--- src/hdl/keypad_code_lock_controller_unit_defines.svh ---
// ---------------------------------------------------------------------------
// Keypad code lock: assertion macros
// Shared concurrent assertion helpers; define ASSERT_OFF to compile them out.
// ---------------------------------------------------------------------------
`ifndef KEYPAD_CODE_LOCK_CONTROLLER_UNIT_DEFINES_SVH
`define KEYPAD_CODE_LOCK_CONTROLLER_UNIT_DEFINES_SVH

`ifndef ASSERT_OFF

// property checked on every rising clock edge outside reset
`define KCLC_ASSERT(lbl, clk, rst_n, prop, msg) \
	lbl: assert property (@(posedge clk) disable iff (!rst_n) prop) else $error(msg);

// condition that must never be seen outside reset
`define KCLC_ASSERT_NEVER(lbl, clk, rst_n, expr, msg) \
	lbl: assert property (@(posedge clk) disable iff (!rst_n) !(expr)) else $error(msg);

`else

`define KCLC_ASSERT(lbl, clk, rst_n, prop, msg)
`define KCLC_ASSERT_NEVER(lbl, clk, rst_n, expr, msg)

`endif

`endif

--- src/hdl/kclc_pkg.sv ---
// ---------------------------------------------------------------------------
// Keypad code lock package
// Key codes, session modes, status codes, state record and reset values.
// ---------------------------------------------------------------------------
package kclc_pkg;

	localparam int KEY_W     = 4;
	localparam int CODE_W    = 16;
	localparam int DCNT_W    = 3;   // holds up to eight keys of a session
	localparam int FAIL_W    = 4;
	localparam int CFG_IDX_W = 1;
	localparam int CFG_DAT_W = 16;

	// keypad letters and the hash key
	localparam logic [KEY_W-1:0] KEY_A    = 4'd10;
	localparam logic [KEY_W-1:0] KEY_B    = 4'd11;
	localparam logic [KEY_W-1:0] KEY_C    = 4'd12;
	localparam logic [KEY_W-1:0] KEY_D    = 4'd13;
	localparam logic [KEY_W-1:0] KEY_HASH = 4'd15;

	// configuration register indexes
	localparam logic [CFG_IDX_W-1:0] REG_EMERG = 1'b0;
	localparam logic [CFG_IDX_W-1:0] REG_LIMIT = 1'b1;

	// reset values and the failure count ceiling
	localparam logic [CODE_W-1:0] EMERG_RST  = 16'h9999;
	localparam logic [CODE_W-1:0] STORED_RST = 16'h1234;
	localparam logic [FAIL_W-1:0] LIMIT_RST  = 4'd2;
	localparam logic [FAIL_W-1:0] FAIL_MAX   = 4'hF;

	typedef enum logic [2:0] {
		M_IDLE    = 3'd0,
		M_OTP     = 3'd1,
		M_EMERG   = 3'd2,
		M_EMPASS  = 3'd3,
		M_CURPASS = 3'd4,
		M_NEWC    = 3'd5,
		M_DOTP    = 3'd6,
		M_NEWD    = 3'd7
	} mode_t;

	typedef enum logic [2:0] {
		ST_NONE    = 3'd0,
		ST_UNLOCK  = 3'd1,
		ST_LOCKED  = 3'd2,
		ST_WRONG   = 3'd3,
		ST_LOCKOUT = 3'd4,
		ST_EMOK    = 3'd5,
		ST_NEWPASS = 3'd6,
		ST_CHANGED = 3'd7
	} status_t;

	typedef struct packed {
		mode_t              mode;
		logic [DCNT_W-1:0]  dcnt;
		logic [CODE_W-1:0]  entry;
		logic [CODE_W-1:0]  expect_code;
		logic [CODE_W-1:0]  stored;
		logic [FAIL_W-1:0]  fails;
		logic               door;
	} lock_state_t;

endpackage

--- src/hdl/kclc_in_if.sv ---
// ---------------------------------------------------------------------------
// Keypad code lock input channel
// One key beat with the one-time code that goes with it.
// ---------------------------------------------------------------------------
interface kclc_in_if;
	logic        valid;
	logic        ready;
	logic [3:0]  key;
	logic [15:0] fresh_code;

	modport source (output valid, output key, output fresh_code, input ready);
	modport sink   (input valid, input key, input fresh_code, output ready);
endinterface

--- src/hdl/kclc_out_if.sv ---
// ---------------------------------------------------------------------------
// Keypad code lock result channel
// One result beat per key: status, door flag, failure count, entry progress.
// ---------------------------------------------------------------------------
interface kclc_out_if;
	logic       valid;
	logic       ready;
	logic [2:0] status;
	logic       door_open;
	logic [3:0] failed_count;
	logic [2:0] digits_entered;

	modport source (output valid, output status, output door_open,
		output failed_count, output digits_entered, input ready);
	modport sink   (input valid, input status, input door_open,
		input failed_count, input digits_entered, output ready);
endinterface

--- src/hdl/kclc_step.sv ---
// ---------------------------------------------------------------------------
// Keypad code lock step logic
// Next lock state and status for one key, purely combinational.
// ---------------------------------------------------------------------------
module kclc_step #(
	parameter int CODE_DIGITS = 4
) (
	input  logic [kclc_pkg::KEY_W-1:0]  key,
	input  logic [kclc_pkg::CODE_W-1:0] fresh_code,
	input  logic [kclc_pkg::CODE_W-1:0] emerg_code,
	input  logic [kclc_pkg::FAIL_W-1:0] limit,
	input  kclc_pkg::lock_state_t       cur,
	output kclc_pkg::lock_state_t       nxt,
	output kclc_pkg::status_t           status
);

	localparam logic [kclc_pkg::DCNT_W-1:0] LAST_DIGIT =
		kclc_pkg::DCNT_W'(CODE_DIGITS - 1);

	logic                        lim_hit;
	logic                        finishing;
	logic                        match;
	logic [kclc_pkg::CODE_W-1:0] shifted;
	logic [kclc_pkg::CODE_W-1:0] target;
	logic [kclc_pkg::FAIL_W-1:0] fails_inc;

	// shared terms
	assign lim_hit   = cur.fails > limit;
	assign shifted   = {cur.entry[kclc_pkg::CODE_W-kclc_pkg::KEY_W-1:0], key};
	assign finishing = (cur.mode != kclc_pkg::M_IDLE) && (cur.dcnt == LAST_DIGIT);
	assign fails_inc = (cur.fails == kclc_pkg::FAIL_MAX) ? cur.fails
		: cur.fails + kclc_pkg::FAIL_W'(1);

	// code the finished entry is checked against
	always_comb begin
		unique case (cur.mode)
			kclc_pkg::M_OTP, kclc_pkg::M_DOTP: target = cur.expect_code;
			kclc_pkg::M_EMERG:                 target = emerg_code;
			default:                           target = cur.stored;
		endcase
	end
	assign match = (shifted == target);

	// next state
	always_comb begin
		nxt = cur;
		if (cur.mode == kclc_pkg::M_IDLE) begin
			case (key)
				kclc_pkg::KEY_A: begin
					if (!cur.door && !lim_hit) begin
						nxt.expect_code = fresh_code;
						nxt.mode        = kclc_pkg::M_OTP;
						nxt.dcnt        = '0;
						nxt.entry       = '0;
					end
				end
				kclc_pkg::KEY_B: begin
					if (!cur.door) begin
						nxt.mode  = kclc_pkg::M_EMERG;
						nxt.dcnt  = '0;
						nxt.entry = '0;
					end
				end
				kclc_pkg::KEY_C: begin
					if (!lim_hit) begin
						nxt.mode  = kclc_pkg::M_CURPASS;
						nxt.dcnt  = '0;
						nxt.entry = '0;
					end
				end
				kclc_pkg::KEY_D: begin
					nxt.expect_code = fresh_code;
					nxt.mode        = kclc_pkg::M_DOTP;
					nxt.dcnt        = '0;
					nxt.entry       = '0;
				end
				kclc_pkg::KEY_HASH: nxt.door = 1'b0;
				default: ;
			endcase
		end else if (!finishing) begin
			nxt.entry = shifted;
			nxt.dcnt  = cur.dcnt + kclc_pkg::DCNT_W'(1);
		end else begin
			// entry complete: evaluate, clear the entry, then go idle or to the follow-on mode
			nxt.mode  = kclc_pkg::M_IDLE;
			nxt.dcnt  = '0;
			nxt.entry = '0;
			unique case (cur.mode)
				kclc_pkg::M_OTP, kclc_pkg::M_EMPASS: begin
					if (match) begin
						nxt.fails = '0;
						nxt.door  = 1'b1;
					end else begin
						nxt.fails = fails_inc;
					end
				end
				kclc_pkg::M_EMERG: begin
					if (match) begin
						nxt.fails = '0;
						nxt.mode  = kclc_pkg::M_EMPASS;
					end else begin
						nxt.fails = fails_inc;
					end
				end
				kclc_pkg::M_CURPASS: begin
					if (match) nxt.mode = kclc_pkg::M_NEWC;
					else nxt.fails = fails_inc;
				end
				kclc_pkg::M_DOTP: begin
					if (match) begin
						nxt.fails = '0;
						nxt.mode  = kclc_pkg::M_NEWD;
					end else begin
						nxt.fails = fails_inc;
					end
				end
				default: nxt.stored = shifted;   // new code sessions
			endcase
		end
	end

	// status
	always_comb begin
		status = kclc_pkg::ST_NONE;
		if (cur.mode == kclc_pkg::M_IDLE) begin
			case (key)
				kclc_pkg::KEY_A:
					if (!cur.door && lim_hit) status = kclc_pkg::ST_LOCKOUT;
				kclc_pkg::KEY_C:
					if (lim_hit) status = kclc_pkg::ST_LOCKOUT;
				kclc_pkg::KEY_HASH: status = kclc_pkg::ST_LOCKED;
				default: ;
			endcase
		end else if (finishing) begin
			unique case (cur.mode)
				kclc_pkg::M_OTP, kclc_pkg::M_EMPASS:
					status = match ? kclc_pkg::ST_UNLOCK : kclc_pkg::ST_WRONG;
				kclc_pkg::M_EMERG:
					status = match ? kclc_pkg::ST_EMOK : kclc_pkg::ST_WRONG;
				kclc_pkg::M_CURPASS, kclc_pkg::M_DOTP:
					status = match ? kclc_pkg::ST_NEWPASS : kclc_pkg::ST_WRONG;
				default: status = kclc_pkg::ST_CHANGED;
			endcase
		end
	end

endmodule

--- src/hdl/keypad_code_lock_controller_unit.sv ---
// ---------------------------------------------------------------------------
// Keypad code lock controller
// Session state, configuration registers and the result register.
// ---------------------------------------------------------------------------
// Takes one key beat per clock unless stalled; returns exactly one result
// beat per key from the result register in the next cycle. The lock state
// is updated at the edge that accepts the key, so keys can follow each
// other in every cycle; the input stalls only while a result waits in the
// result register and the sink holds ready low. Configuration writes
// (emergency code at index 0, attempt limit at index 1) take effect at the
// edge of the write and are meant to happen while no key is in flight.
`include "keypad_code_lock_controller_unit_defines.svh"

module keypad_code_lock_controller_unit #(
	parameter int CODE_DIGITS = 4
) (
	input  logic                           clk,
	input  logic                           arst_n,
	kclc_in_if.sink                        in_ch,
	kclc_out_if.source                     out_ch,
	input  logic                           cfg_we,
	input  logic [kclc_pkg::CFG_IDX_W-1:0] cfg_idx,
	input  logic [kclc_pkg::CFG_DAT_W-1:0] cfg_wdata
);

	kclc_pkg::lock_state_t       st_q;
	kclc_pkg::lock_state_t       st_nxt;
	kclc_pkg::status_t           step_status;
	logic [kclc_pkg::CODE_W-1:0] emerg_q;
	logic [kclc_pkg::FAIL_W-1:0] limit_q;
	logic                        in_fire;

	logic                        out_valid_q;
	kclc_pkg::status_t           out_status_q;
	logic                        out_door_q;
	logic [kclc_pkg::FAIL_W-1:0] out_fails_q;
	logic [kclc_pkg::DCNT_W-1:0] out_dcnt_q;

	// handshake
	assign in_ch.ready = !out_valid_q || out_ch.ready;
	assign in_fire     = in_ch.valid && in_ch.ready;

	// configuration registers
	always_ff @(posedge clk or negedge arst_n) begin
		if (!arst_n) begin
			emerg_q <= kclc_pkg::EMERG_RST;
			limit_q <= kclc_pkg::LIMIT_RST;
		end else if (cfg_we) begin
			unique case (cfg_idx)
				kclc_pkg::REG_EMERG: emerg_q <= cfg_wdata;
				kclc_pkg::REG_LIMIT: limit_q <= cfg_wdata[kclc_pkg::FAIL_W-1:0];
			endcase
		end
	end

	kclc_step #(
		.CODE_DIGITS (CODE_DIGITS)
	) u_step (
		.key        (in_ch.key),
		.fresh_code (in_ch.fresh_code),
		.emerg_code (emerg_q),
		.limit      (limit_q),
		.cur        (st_q),
		.nxt        (st_nxt),
		.status     (step_status)
	);

	// lock state
	always_ff @(posedge clk or negedge arst_n) begin
		if (!arst_n) begin
			st_q.mode        <= kclc_pkg::M_IDLE;
			st_q.dcnt        <= '0;
			st_q.entry       <= '0;
			st_q.expect_code <= '0;
			st_q.stored      <= kclc_pkg::STORED_RST;
			st_q.fails       <= '0;
			st_q.door        <= 1'b0;
		end else if (in_fire) begin
			st_q <= st_nxt;
		end
	end

	// result register valid
	always_ff @(posedge clk or negedge arst_n) begin
		if (!arst_n) begin
			out_valid_q <= 1'b0;
		end else if (in_fire) begin
			out_valid_q <= 1'b1;
		end else if (out_ch.ready) begin
			out_valid_q <= 1'b0;
		end
	end

	// result register payload
	always_ff @(posedge clk) begin
		if (in_fire) begin
			out_status_q <= step_status;
			out_door_q   <= st_nxt.door;
			out_fails_q  <= st_nxt.fails;
			out_dcnt_q   <= st_nxt.dcnt;
		end
	end

	assign out_ch.valid          = out_valid_q;
	assign out_ch.status         = out_status_q;
	assign out_ch.door_open      = out_door_q;
	assign out_ch.failed_count   = out_fails_q;
	assign out_ch.digits_entered = out_dcnt_q;

	// checks
	`KCLC_ASSERT(a_open_means_unlock, clk, arst_n,
		(in_fire && !st_q.door && st_nxt.door) |=> (out_ch.status == kclc_pkg::ST_UNLOCK),
		"door opened without an unlock status")
	`KCLC_ASSERT(a_fail_means_wrong, clk, arst_n,
		(in_fire && (st_nxt.fails > st_q.fails)) |-> (step_status == kclc_pkg::ST_WRONG),
		"failure count rose without a wrong status")
	`KCLC_ASSERT(a_code_change, clk, arst_n,
		(in_fire && (st_nxt.stored != st_q.stored)) |-> (step_status == kclc_pkg::ST_CHANGED),
		"stored code changed without a changed status")
	`KCLC_ASSERT_NEVER(a_idle_count, clk, arst_n,
		(st_q.mode == kclc_pkg::M_IDLE) && (st_q.dcnt != '0),
		"keys counted outside a session")
	`KCLC_ASSERT(a_ready_when_empty, clk, arst_n,
		!out_valid_q |-> in_ch.ready,
		"input stalled with an empty result register")

endmodule
--- src/flat_wrapper.sv ---
// flat-port wrapper written by rule: the top's interface ports become plain ports
module keypad_code_lock_controller_unit_flat 
#(
	parameter int CODE_DIGITS = 4
)
  (clk, arst_n, cfg_we, cfg_idx, cfg_wdata, in_ch_valid, in_ch_key, in_ch_fresh_code, in_ch_ready, out_ch_valid, out_ch_status, out_ch_door_open, out_ch_failed_count, out_ch_digits_entered, out_ch_ready);
  kclc_in_if in_ch_i ();
  kclc_out_if out_ch_i ();
  input  logic clk;
  input  logic arst_n;
  input  logic cfg_we;
  input  logic [kclc_pkg::CFG_IDX_W-1:0] cfg_idx;
  input  logic [kclc_pkg::CFG_DAT_W-1:0] cfg_wdata;
  input wire logic [$bits(in_ch_i.valid)-1:0] in_ch_valid;
  input wire logic [$bits(in_ch_i.key)-1:0] in_ch_key;
  input wire logic [$bits(in_ch_i.fresh_code)-1:0] in_ch_fresh_code;
  output wire logic [$bits(in_ch_i.ready)-1:0] in_ch_ready;
  output wire logic [$bits(out_ch_i.valid)-1:0] out_ch_valid;
  output wire logic [$bits(out_ch_i.status)-1:0] out_ch_status;
  output wire logic [$bits(out_ch_i.door_open)-1:0] out_ch_door_open;
  output wire logic [$bits(out_ch_i.failed_count)-1:0] out_ch_failed_count;
  output wire logic [$bits(out_ch_i.digits_entered)-1:0] out_ch_digits_entered;
  input wire logic [$bits(out_ch_i.ready)-1:0] out_ch_ready;
  assign in_ch_i.valid = in_ch_valid;
  assign in_ch_i.key = in_ch_key;
  assign in_ch_i.fresh_code = in_ch_fresh_code;
  assign in_ch_ready = in_ch_i.ready;
  assign out_ch_valid = out_ch_i.valid;
  assign out_ch_status = out_ch_i.status;
  assign out_ch_door_open = out_ch_i.door_open;
  assign out_ch_failed_count = out_ch_i.failed_count;
  assign out_ch_digits_entered = out_ch_i.digits_entered;
  assign out_ch_i.ready = out_ch_ready;
  keypad_code_lock_controller_unit #(.CODE_DIGITS(CODE_DIGITS)) u_core (.clk(clk), .arst_n(arst_n), .in_ch(in_ch_i), .out_ch(out_ch_i), .cfg_we(cfg_we), .cfg_idx(cfg_idx), .cfg_wdata(cfg_wdata));
endmodule
--- config.mk ---
export PLATFORM = sky130hd
export DESIGN_NAME = keypad_code_lock_controller_unit_flat
export DESIGN_NICKNAME = d
export VERILOG_FILES = /design/src/hdl/kclc_pkg.sv /design/src/hdl/kclc_in_if.sv /design/src/hdl/kclc_out_if.sv /design/src/hdl/kclc_step.sv /design/src/hdl/keypad_code_lock_controller_unit.sv /design/src/flat_wrapper.sv
export VERILOG_INCLUDE_DIRS = /design/src /design/src/hdl
export SDC_FILE = /design/constraint.sdc
export NUM_CORES = 1
export LEC_CHECK = 0
export BUFFER_PORTS_ARGS = -buffer_cell sky130_fd_sc_hd__buf_2
export CORE_AREA = 2 2 101 103
export DETAILED_ROUTE_END_ITERATION = 8
export DIE_AREA = 0 0 103 105
export PLACE_DENSITY_LB_ADDON = 0.12
export SYNTH_ARGS = -nofsm -noshare
export SYNTH_HDL_FRONTEND = slang
export SYNTH_SLANG_ARGS = --single-unit
--- constraint.sdc ---
create_clock -name clk -period 3.7 [get_ports clk]
set_input_delay 0 -clock clk [delete_from_list [all_inputs] [get_ports clk]]
set_output_delay 0 -clock clk [all_outputs]
set_load 0.03 [all_outputs]
======== Yosys cells after proc, flatten, opt, wreduce, memory -nomap -nowiden ========
Index checks and enable logic that the tools add are counted.
storage, ports and cells
  bits in registers ....................... 87
  logic and storage cells ................. 96
operators by class
  add/sub/neg operators ................... 2
  mux-type cells .......................... 34
  order comparisons ....................... 1
  equality and inequality tests ........... 18
  reduce and logical (&&, ||, !) cells .... 24
  bitwise gates (word level) .............. 3
operators by type and width
  operator                                                                 count
  22-bit one-hot mux with 4 select lines                                   1
  22-bit two-way mux                                                       3
  16-bit one-hot mux with 2 select lines                                   2
  38-bit two-way mux                                                       1
  3-bit two-way mux                                                        9
  3-bit one-hot mux with 3 select lines                                    3
  4-bit equality test, second input constant                               6
  19-bit two-way mux                                                       1
  16-bit equality test                                                     1
  4-bit two-way mux                                                        4
  3-bit by 2-bit equality test with 1-bit output, second input constant    3
  3-bit inequality test, second input constant                             3
  4-bit one-hot mux with 2 select lines                                    1
  4-bit AND reduction                                                      2
  3-bit equality test, second input constant                               2
  1-bit two-way mux                                                        6
  6-bit AND reduction                                                      1
  2-bit nonzero test                                                       3
  2-bit OR reduction                                                       3
  5-bit two-way mux                                                        1
  5-bit by 1-bit inequality test with 1-bit output, second input constant  1
  5-bit AND reduction                                                      1
  5-bit OR reduction                                                       1
  4-bit by 1-bit adder with 4-bit output, second input constant            1
  13 further kinds                                                         22

======== Depth between registers and ports, before layout ========
Gate-level depths: netlist (run 1).
  depth in word-level cells ............... 8
  gate-level depth with buffers ........... 12

======== Cells and area by module ========
From an unflattened synthesis (run 1), not the netlist that was laid out.
second synthesis, totals
  cell total of the unflattened synthesis .. 515
  area total of the unflattened synthesis .. 5,646.7 µm²
modules (own cells, without submodules)
  module                            cells an instance  times used  area each (µm²)
  keypad_code_lock_controller_unit  184                1           3,385.7
  kclc_step                         331                1           2,260.9

======== Worst setup path before layout (run 1) ========
OpenSTA, ideal clock, no wires.
  path kind ............................... register to register
  from .................................... register u_core.limit_q[1] in the netlist's numbering
  to ...................................... register u_core.st_q[28] in the netlist's numbering
  stages on the path, launching flop included .. 12
  setup time .............................. 0.083 ns
  period minus slack after synthesis ...... 2.861 ns
  path slack .............................. 0.839 ns
  arrival ................................. 2.778 ns
  buffers on the path ..................... 1
  required time ........................... 3.617 ns
  path through ............................ dfstp_2 > inv_1 > ha_1 > nor2b_1 > o21a_1 > o21a_1 > o21a_1 > or4_1 > a211oi_1 > clkbuf_1 > nand3_1 > o21ai_0
on the way
  cells in the longest elaborated chain, start to end .. 5
RTL lines
  item                                    RTL line                                text
  start: declaration                      keypad_code_lock_controller_unit.sv:30  logic [kclc_pkg::FAIL_W-1:0] limit_q;
  start signal: assignment                keypad_code_lock_controller_unit.sv:47  limit_q <= kclc_pkg::LIMIT_RST;
  start signal: assignment                keypad_code_lock_controller_unit.sv:51  kclc_pkg::REG_LIMIT: limit_q <= cfg_wdata[kclc_pkg::FAIL_W-1:0];
  4-bit greater-than comparator           kclc_step.sv:28                         assign lim_hit = cur.fails > limit;
  1-bit logical NOT                       -
  1-bit logical AND                       kclc_step.sv:50                         if (!cur.door && !lim_hit) begin
  2-bit inequality test (no source line)  -
  4-bit AND reduction (no source line)    -
  end signal: assignment                  keypad_code_lock_controller_unit.sv:79  st_q <= st_nxt;
  end: declaration                        keypad_code_lock_controller_unit.sv:26  kclc_pkg::lock_state_t st_q;
No other way between the ends.
A chain may end at the register's enable or synchronous reset.

==> flow_summary.json, run 1 <==
{
  "status": "finished clean",
  "sw_frac_of_total_pct": 41.0,
  "finClkSkew_ns": 0.00780,
  "coreArea_um2": 9640,
  "synth-seq-cells": 87,
  "area_delta_synth_final_pct": 20.9,
  "r2r_cells": 8,
  "nFillCells": 841,
  "rsz0062_at_grt": "no",
  "yosys.area_share.simple_pct": 19.7,
  "grt_max_degree": 77,
  "slew_headroom_pct": 35.4,
  "min_path_type": "primary input to flop",
  "drc": 0,
  "cts_buffers": 9,
  "pwr-share-comb_pct": 45.7,
  "clk_pin_slew_worst_paths_ns": 0.08,
  "p_int_mw": 2.34,
  "cts_tree": "built",
  "post_cts_buffers": 0,
  "syn_area_per_cell_um2": 10.1,
  "clock-sinks": 87,
  "cp_max_fo": 36,
  "rows": 36,
  "synth_top_cell_area_share_pct": 32.6,
  "die_w_um": 103,
  "portBuffers": 54,
  "yosys.area_share.xor_xnor_pct": 3.29,
  "ys_types": 58,
  "grt_usage_pct": 23.0,
  "synth_edf_count": 11,
  "vias_per_cell": 5.56,
  "hold_depth": 3,
  "reg2reg_from": "u_core.st_q[57]",
  "fin_crit_sh_pct": 90.2,
  "tightest_slew_ns": 0.969,
  "irDropWorstVdd_uv": 366,
  "synthArstFlopShare_pct": 87.4,
  "seqPwrFrac_pct": 37.7,
  "cts_buffer_depth": 2,
  "final_common_cell": "dfrtp_1",
  "final_antenna_net_count": 0,
  "synth_area_um2": 4750,
  "cp.required_ns": 3.83,
  "arrival_ns": 3.47,
  "hold_start": "cfg_idx",
  "yosys_most_used_dff": "dfrtp_1",
  "start_kind": "flop",
  "firstDrtPassIters": 5,
  "diodes": 0,
  "fin_ws_ns": 0.363,
  "first_iter_violations": 281,
  "cap_violations": 0,
  "fp.dieH_um": 105,
  "io_pins": 55,
  "synth-adder-area-share_pct": 1.58,
  "antenna_found_initial": 0,
  "power_mw": 3.97,
  "syn_nets": 519,
  "layout_common_cells": "dfrtp_1 (61), buf_2 (54), nand2_1 (44)",
  "fin_nets": 607,
  "grt_pass1_vias": 3761,
  "setup_viol": 0,
  "synthMuxAreaShare_pct": 8.53,
  "fin_crit_ns": 3.34,
  "cts_root_buf": "clkbuf_8",
  "yosysWarnings": 0,
  "p_sw_mw": 1.63,
  "crit-reg2reg-capture": "u_core.out_ch.failed_count[1]",
  "routed_wl_um": 11700,
  "synth-seq-area-share_pct": 47.3,
  "vias": 3872,
  "synth_compound_area_share_pct": 14.3,
  "whs_endpoint": "u_core.limit_q[2]",
  "fin_setup_tns_ns": 0,
  "critPathCaptureType": "flop",
  "synth_cells": 471,
  "die_area_um2": 10800,
  "hold_violations": 0,
  "drive_above_1_share_pct": 27.5,
  "p_per_area_nw_per_um2": 691,
  "cts_max_level": 3,
  "hold_slack_ns": 0.0735,
  "p_clk_share_pct": 16.5,
  "synth_area_leader_cell": "dfrtp_1",
  "synth_top_family_by_area": "simple AND/OR/NAND/NOR gates",
  "grt_pass1_wl_um": 19000,
  "timing.reg2reg.setup_slack_ns": 0.36,
  "post-place-ws_ns": 0.124,
  "synth_area_leaders": "dfrtp_1 (33%), mux2_2 (8.5%), dfstp_2 (7.7%)",
  "routedWlPerCell_um": 16.8,
  "grt_overflow": 0,
  "maxSlewViolCount": 0,
  "fmax_mhz": 300,
  "crit_type": "flop to flop",
  "gp_congestion": 0.849,
  "p_leak_nw": 2.53,
  "initial_core_util_pct": 49.3,
  "dp_hpwl_um": 7790,
  "clk_latency_ns": 0.38
}
-- repair_timing --
action | 4_1_cts | 5_1_grt
hold buffers | 39 | 0
resized for setup | 0 | 1
setup endpoints to repair | 0 | 10
hold endpoints to repair | 106 | 0
-- layout make-up --
| type | instances | area [um2] | area share, % |
|---|---|---|---|
| Tap cell | 133 | 166 | 2.89 |
| Sequential cell | 87 | 2250 | 39.1 |
| Clock inverter | 6 | 61.3 | 1.07 |
| Timing Repair Buffer | 109 | 793 | 13.8 |
| Clock buffer | 10 | 128 | 2.22 |
| Inverter | 25 | 93.8 | 1.63 |
| Multi-Input combinational cell | 327 | 2260 | 39.3 |
-- critical path: stages, from the launching register on --
cell and delay [ns]:
dfrtp_2 0.69, or3b_2 0.49, a21oi_1 0.16, a311oi_1 0.08, xor2_1 0.15, nor4_1 0.39, and4_1 0.68, nor3_1 0.16
a221o_1 0.28
-- power groups by stage --
stage / Clock, mW / Sequential [mW] / Combinational, mW
6_report: 0.657 / 1.50 / 1.82
5_1_grt: 0.719 / 1.54 / 2.03
4_1_cts: 0.682 / 1.50 / 1.80
3_5_place_dp: 0 / 1.51 / 1.76
3_3_place_gp: 0 / 1.51 / 1.73
2_1_floorplan: 0 / 1.45 / 1.35
-- state kept, by name (all words and copies together) (netlist names) --
signal and flops:
u_core.out_ch.valid 1, u_core.out_ch.failed_count 4, u_core.emerg_q 16, u_core.limit_q 4, u_core.st_q 55, u_core.out_ch.status 3
u_core.out_ch.digits_entered 3, u_core.out_ch.door_open 1
-- routing by layer --
metal / wire length, um / part of all wire, % / vias to the layer above / GRT usage, %
li1: - / - / 1878 / -
met1: 5630 / 48 / 1877 / 33.1
met2: 5280 / 45 / 104 / 33.5
met3: 533 / 4.6 / 13 / 5.02
met4: 252 / 2.2 / 0 / 9.12
met5: 0 / 0 / - / 0
-- kinds of logic (layout without fill, tap and decap cells) --
group | Yosys count | count (layout)
flip-flops | 87 | 87
adder cells (fa/ha/maj) | 6 | 6
buffers and inverters | 57 | 150
AND/OR/NAND/NOR | 163 | 163
multiplexers | 36 | 36
XOR/XNOR | 17 | 17
AO/OA/AOI/OAI | 105 | 105
-- per-stage QoR --
step | util [%] | instance area (um2) | cells
after floorplan | - | 4750 | 471
after global placement | 53.6 | 5170 | 642
after detailed placement | 53.6 | 5170 | 642
after CTS | 59.6 | 5750 | 697
after global routing | 59.7 | 5750 | 697
final | 59.7 | 5750 | 697
-- how the worst max path moves through the flow --
stage	end	depth (start not counted)	from	slack, ns
finish	u_core.out_ch.failed_count[1]	8	u_core.st_q[57]	0.36
global route	u_core.out_ch.failed_count[1]	9	u_core.st_q[57]	0.1
CTS	u_core.out_ch.failed_count[1]	8	u_core.st_q[57]	0.10
detailed placement	u_core.out_ch.failed_count[1]	8	u_core.st_q[57]	0.12
global placement	u_core.out_ch.failed_count[1]	8	u_core.st_q[57]	0.22
floorplan	u_core.st_q[28]	11	u_core.limit_q[1]	0.84
-- synth_stat cells (4+ instances only) --
library cell and n:
nand2_1 44, nand3_1 35, mux2_2 36, inv_1 24
or3b_1 19, a311oi_1 15, edfxtp_1 11, ha_1 6
nor4_1 4, xor2_1 15, nand2b_1 7, buf_2 6
or3b_2 15, dfstp_2 14, buf_6 4, nor2b_1 5
dfrtp_1 62, nor2_1 11, clkbuf_1 18, a21oi_1 33
nor3_1 5, o21ai_0 27
Note: power is estimated with default switching activity, not from simulation.
==> run 2: changes to the inputs <==
- CORE_AREA: 2 2 101 103 -> 2 2 93 112
- DIE_AREA: 0 0 103 105 -> 0 0 95 114
- clock period: 3.7 -> 3.79 ns (I/O delays scaled with it)
==> run 2 against run 1 <==
- clock skew shrank 0.0013 ns
- total power grew 8.3%
- via count shrank 0.57%
- flip-flop and latch count is the same
- sequential share of layout area shrank 0.48 points
- first-iteration DRC count shrank 22%
- global-route usage grew 0.84 points
- critical path depth is the same
- routed wire length grew 2.9%
- clock power grew 64%
- die area grew 0.14%
- largest cell class unchanged
==> flow_summary.json, run 2 (synthesis results as in run 1) <==
{
  "ctsHoldBuffers": 38,
  "portBuffers": 54,
  "rsz0062_at_grt": "no",
  "clk_latency_ns": 0.35,
  "design_area_um2": 5820,
  "diodes": 0,
  "start_kind": "flop",
  "vias": 3850,
  "crit_type": "flop to flop",
  "maxSlewViolCount": 0,
  "reg_top3": "u_core.st_q (55), u_core.emerg_q (16)",
  "cts_tree": "built",
  "initial_core_util_pct": 48.2,
  "status": "finished clean",
  "clock-sinks": 87,
  "cts_max_level": 3,
  "firstDrtPassIters": 4,
  "p_per_area_nw_per_um2": 739,
  "arrival_ns": 3.57,
  "vias_per_cell": 5.67,
  "tightest_slew_ns": 1.09,
  "cp_max_fo": 19,
  "hold_violations": 0,
  "placed_area_um2": 5080,
  "fmax_mhz": 288,
  "rows": 40,
  "cts_buffers": 9,
  "first_iter_violations": 220,
  "gp_congestion": 0.830,
  "cts_root_buf": "clkbuf_16",
  "drc": 0,
  "die_w_um": 95,
  "ctsResizeCount": 0,
  "grt_overflow": 0,
  "min_path_type": "primary input to flop",
  "grt_pass1_vias": 3893,
  "drive_above_1_share_pct": 26.2,
  "setup_viol": 0,
  "area_delta_synth_final_pct": 22.4,
  "routed_wl_um": 12000,
  "irDropWorstVdd_uv": 333,
  "clk_pin_slew_worst_paths_ns": 0.07,
  "layout_common_cells": "dfrtp_1 (62), buf_2 (53), nand2_1 (44)",
  "fin_crit_sh_pct": 91.5,
  "fin_nets": 596,
  "grt_pass1_wl_um": 19500,
  "fin_crit_ns": 3.47,
  "coreArea_um2": 9860,
  "die_area_um2": 10800,
  "post_cts_buffers": 0,
  "grt_max_degree": 77,
  "grt_usage_pct": 23.9,
  "cap_violations": 0,
  "routedWlPerCell_um": 17.7,
  "cp.required_ns": 3.89,
  "largest_register": "u_core.st_q",
  "finClkSkew_ns": 0.00652,
  "final_antenna_net_count": 0,
  "p_leak_nw": 2.56,
  "antenna_found_initial": 0,
  "critPathCaptureType": "flop",
  "slew_headroom_pct": 26.9,
  "fp.dieH_um": 114,
  "io_pins": 55,
  "cts_buffer_depth": 2,
  "largest_register_ffs": 55,
  "dp_hpwl_um": 8100,
  "final_common_cell": "dfrtp_1",
  "fin_setup_tns_ns": 0
}
[run 2: changes by cell type in the layout (fill, tap and decap cells not counted), sizes merged]
| cell | previous run | this run |
|---|---|---|
| clkinvlp | 2 | 0 |
| dlygate4sd3 | 39 | 38 |
| bufinv | 1 | 4 |
| buf | 70 | 60 |
| clkinv | 4 | 3 |
[run 2: area by class of cell]
| cell class | count | area (um2) |
|---|---|---|
| fillers | 859 | 4040 |
| multi-input cells | 327 | 2260 |
| flip-flops and latches | 87 | 2250 |
| repair buffers | 98 | 698 |
| clock buffers | 10 | 229 |
| well taps | 126 | 158 |
| clock inverters | 6 | 133 |
| inverters | 25 | 93.8 |
[run 2: where the power goes]
group / leakage, nW / switching [mW] / internal (mW)
Sequential: 1.03 / 0.227 / 1.22
Combinational: 1.36 / 1.07 / 0.707
Clock: 0.174 / 0.375 / 0.710
Total: 2.56 / 1.67 / 2.63
[run 2: metrics by stage]
| stage | total power, mW | std cells | hold slack (ns) | util, % | setup WS, ns |
|---|---|---|---|---|---|
| CTS | 4.31 | 679 | 0.00930 | 59.0 | 0.397 |
| global placement | 3.14 | 625 | 0.207 | 51.5 | 0.528 |
| floorplan | 2.73 | 471 | -0.296 | - | 0.929 |
| global route | 4.59 | 679 | 0.0307 | 59.0 | 0.109 |
| detailed placement | 3.18 | 625 | 0.221 | 51.5 | 0.409 |
| finish | 4.30 | 679 | 0.0145 | 59.0 | 0.322 |
[run 2: worst paths after layout]
check	cells after the start	slack, ns	startpoint	to
hold / removal	3	0.01	in_ch_key[3]	u_core.st_q[40]
max in group asynchronous	2	2.78	arst_n	u_core.st_q[11]
min in group asynchronous	2	0.30	arst_n	u_core.st_q[55]
hold reg to reg	2	0.48	u_core.st_q[5]	u_core.st_q[5]
setup reg to reg	8	0.32	u_core.st_q[57]	u_core.out_ch.failed_count[1]
setup / recovery	8	0.32	u_core.st_q[57]	u_core.out_ch.failed_count[1]
[run 2: critical path: stages, from the launching register on]
cell and delay [ns]:
dfrtp_1 0.43, xor2_2 0.60, a21oi_1 0.18, a311oi_1 0.33
xor2_1 0.13, nor4_1 0.43, and4_1 0.66, nor3_1 0.16
a221o_1 0.29
[run 2: layer usage]
layer | wire length, um | up-vias | GRT usage [%]
li1 | - | 1864 | -
met1 | 4750 | 1852 | 27.3
met2 | 6530 | 108 | 43.0
met3 | 379 | 26 | 3.76
met4 | 375 | 0 | 11.1
met5 | 0 | - | 0
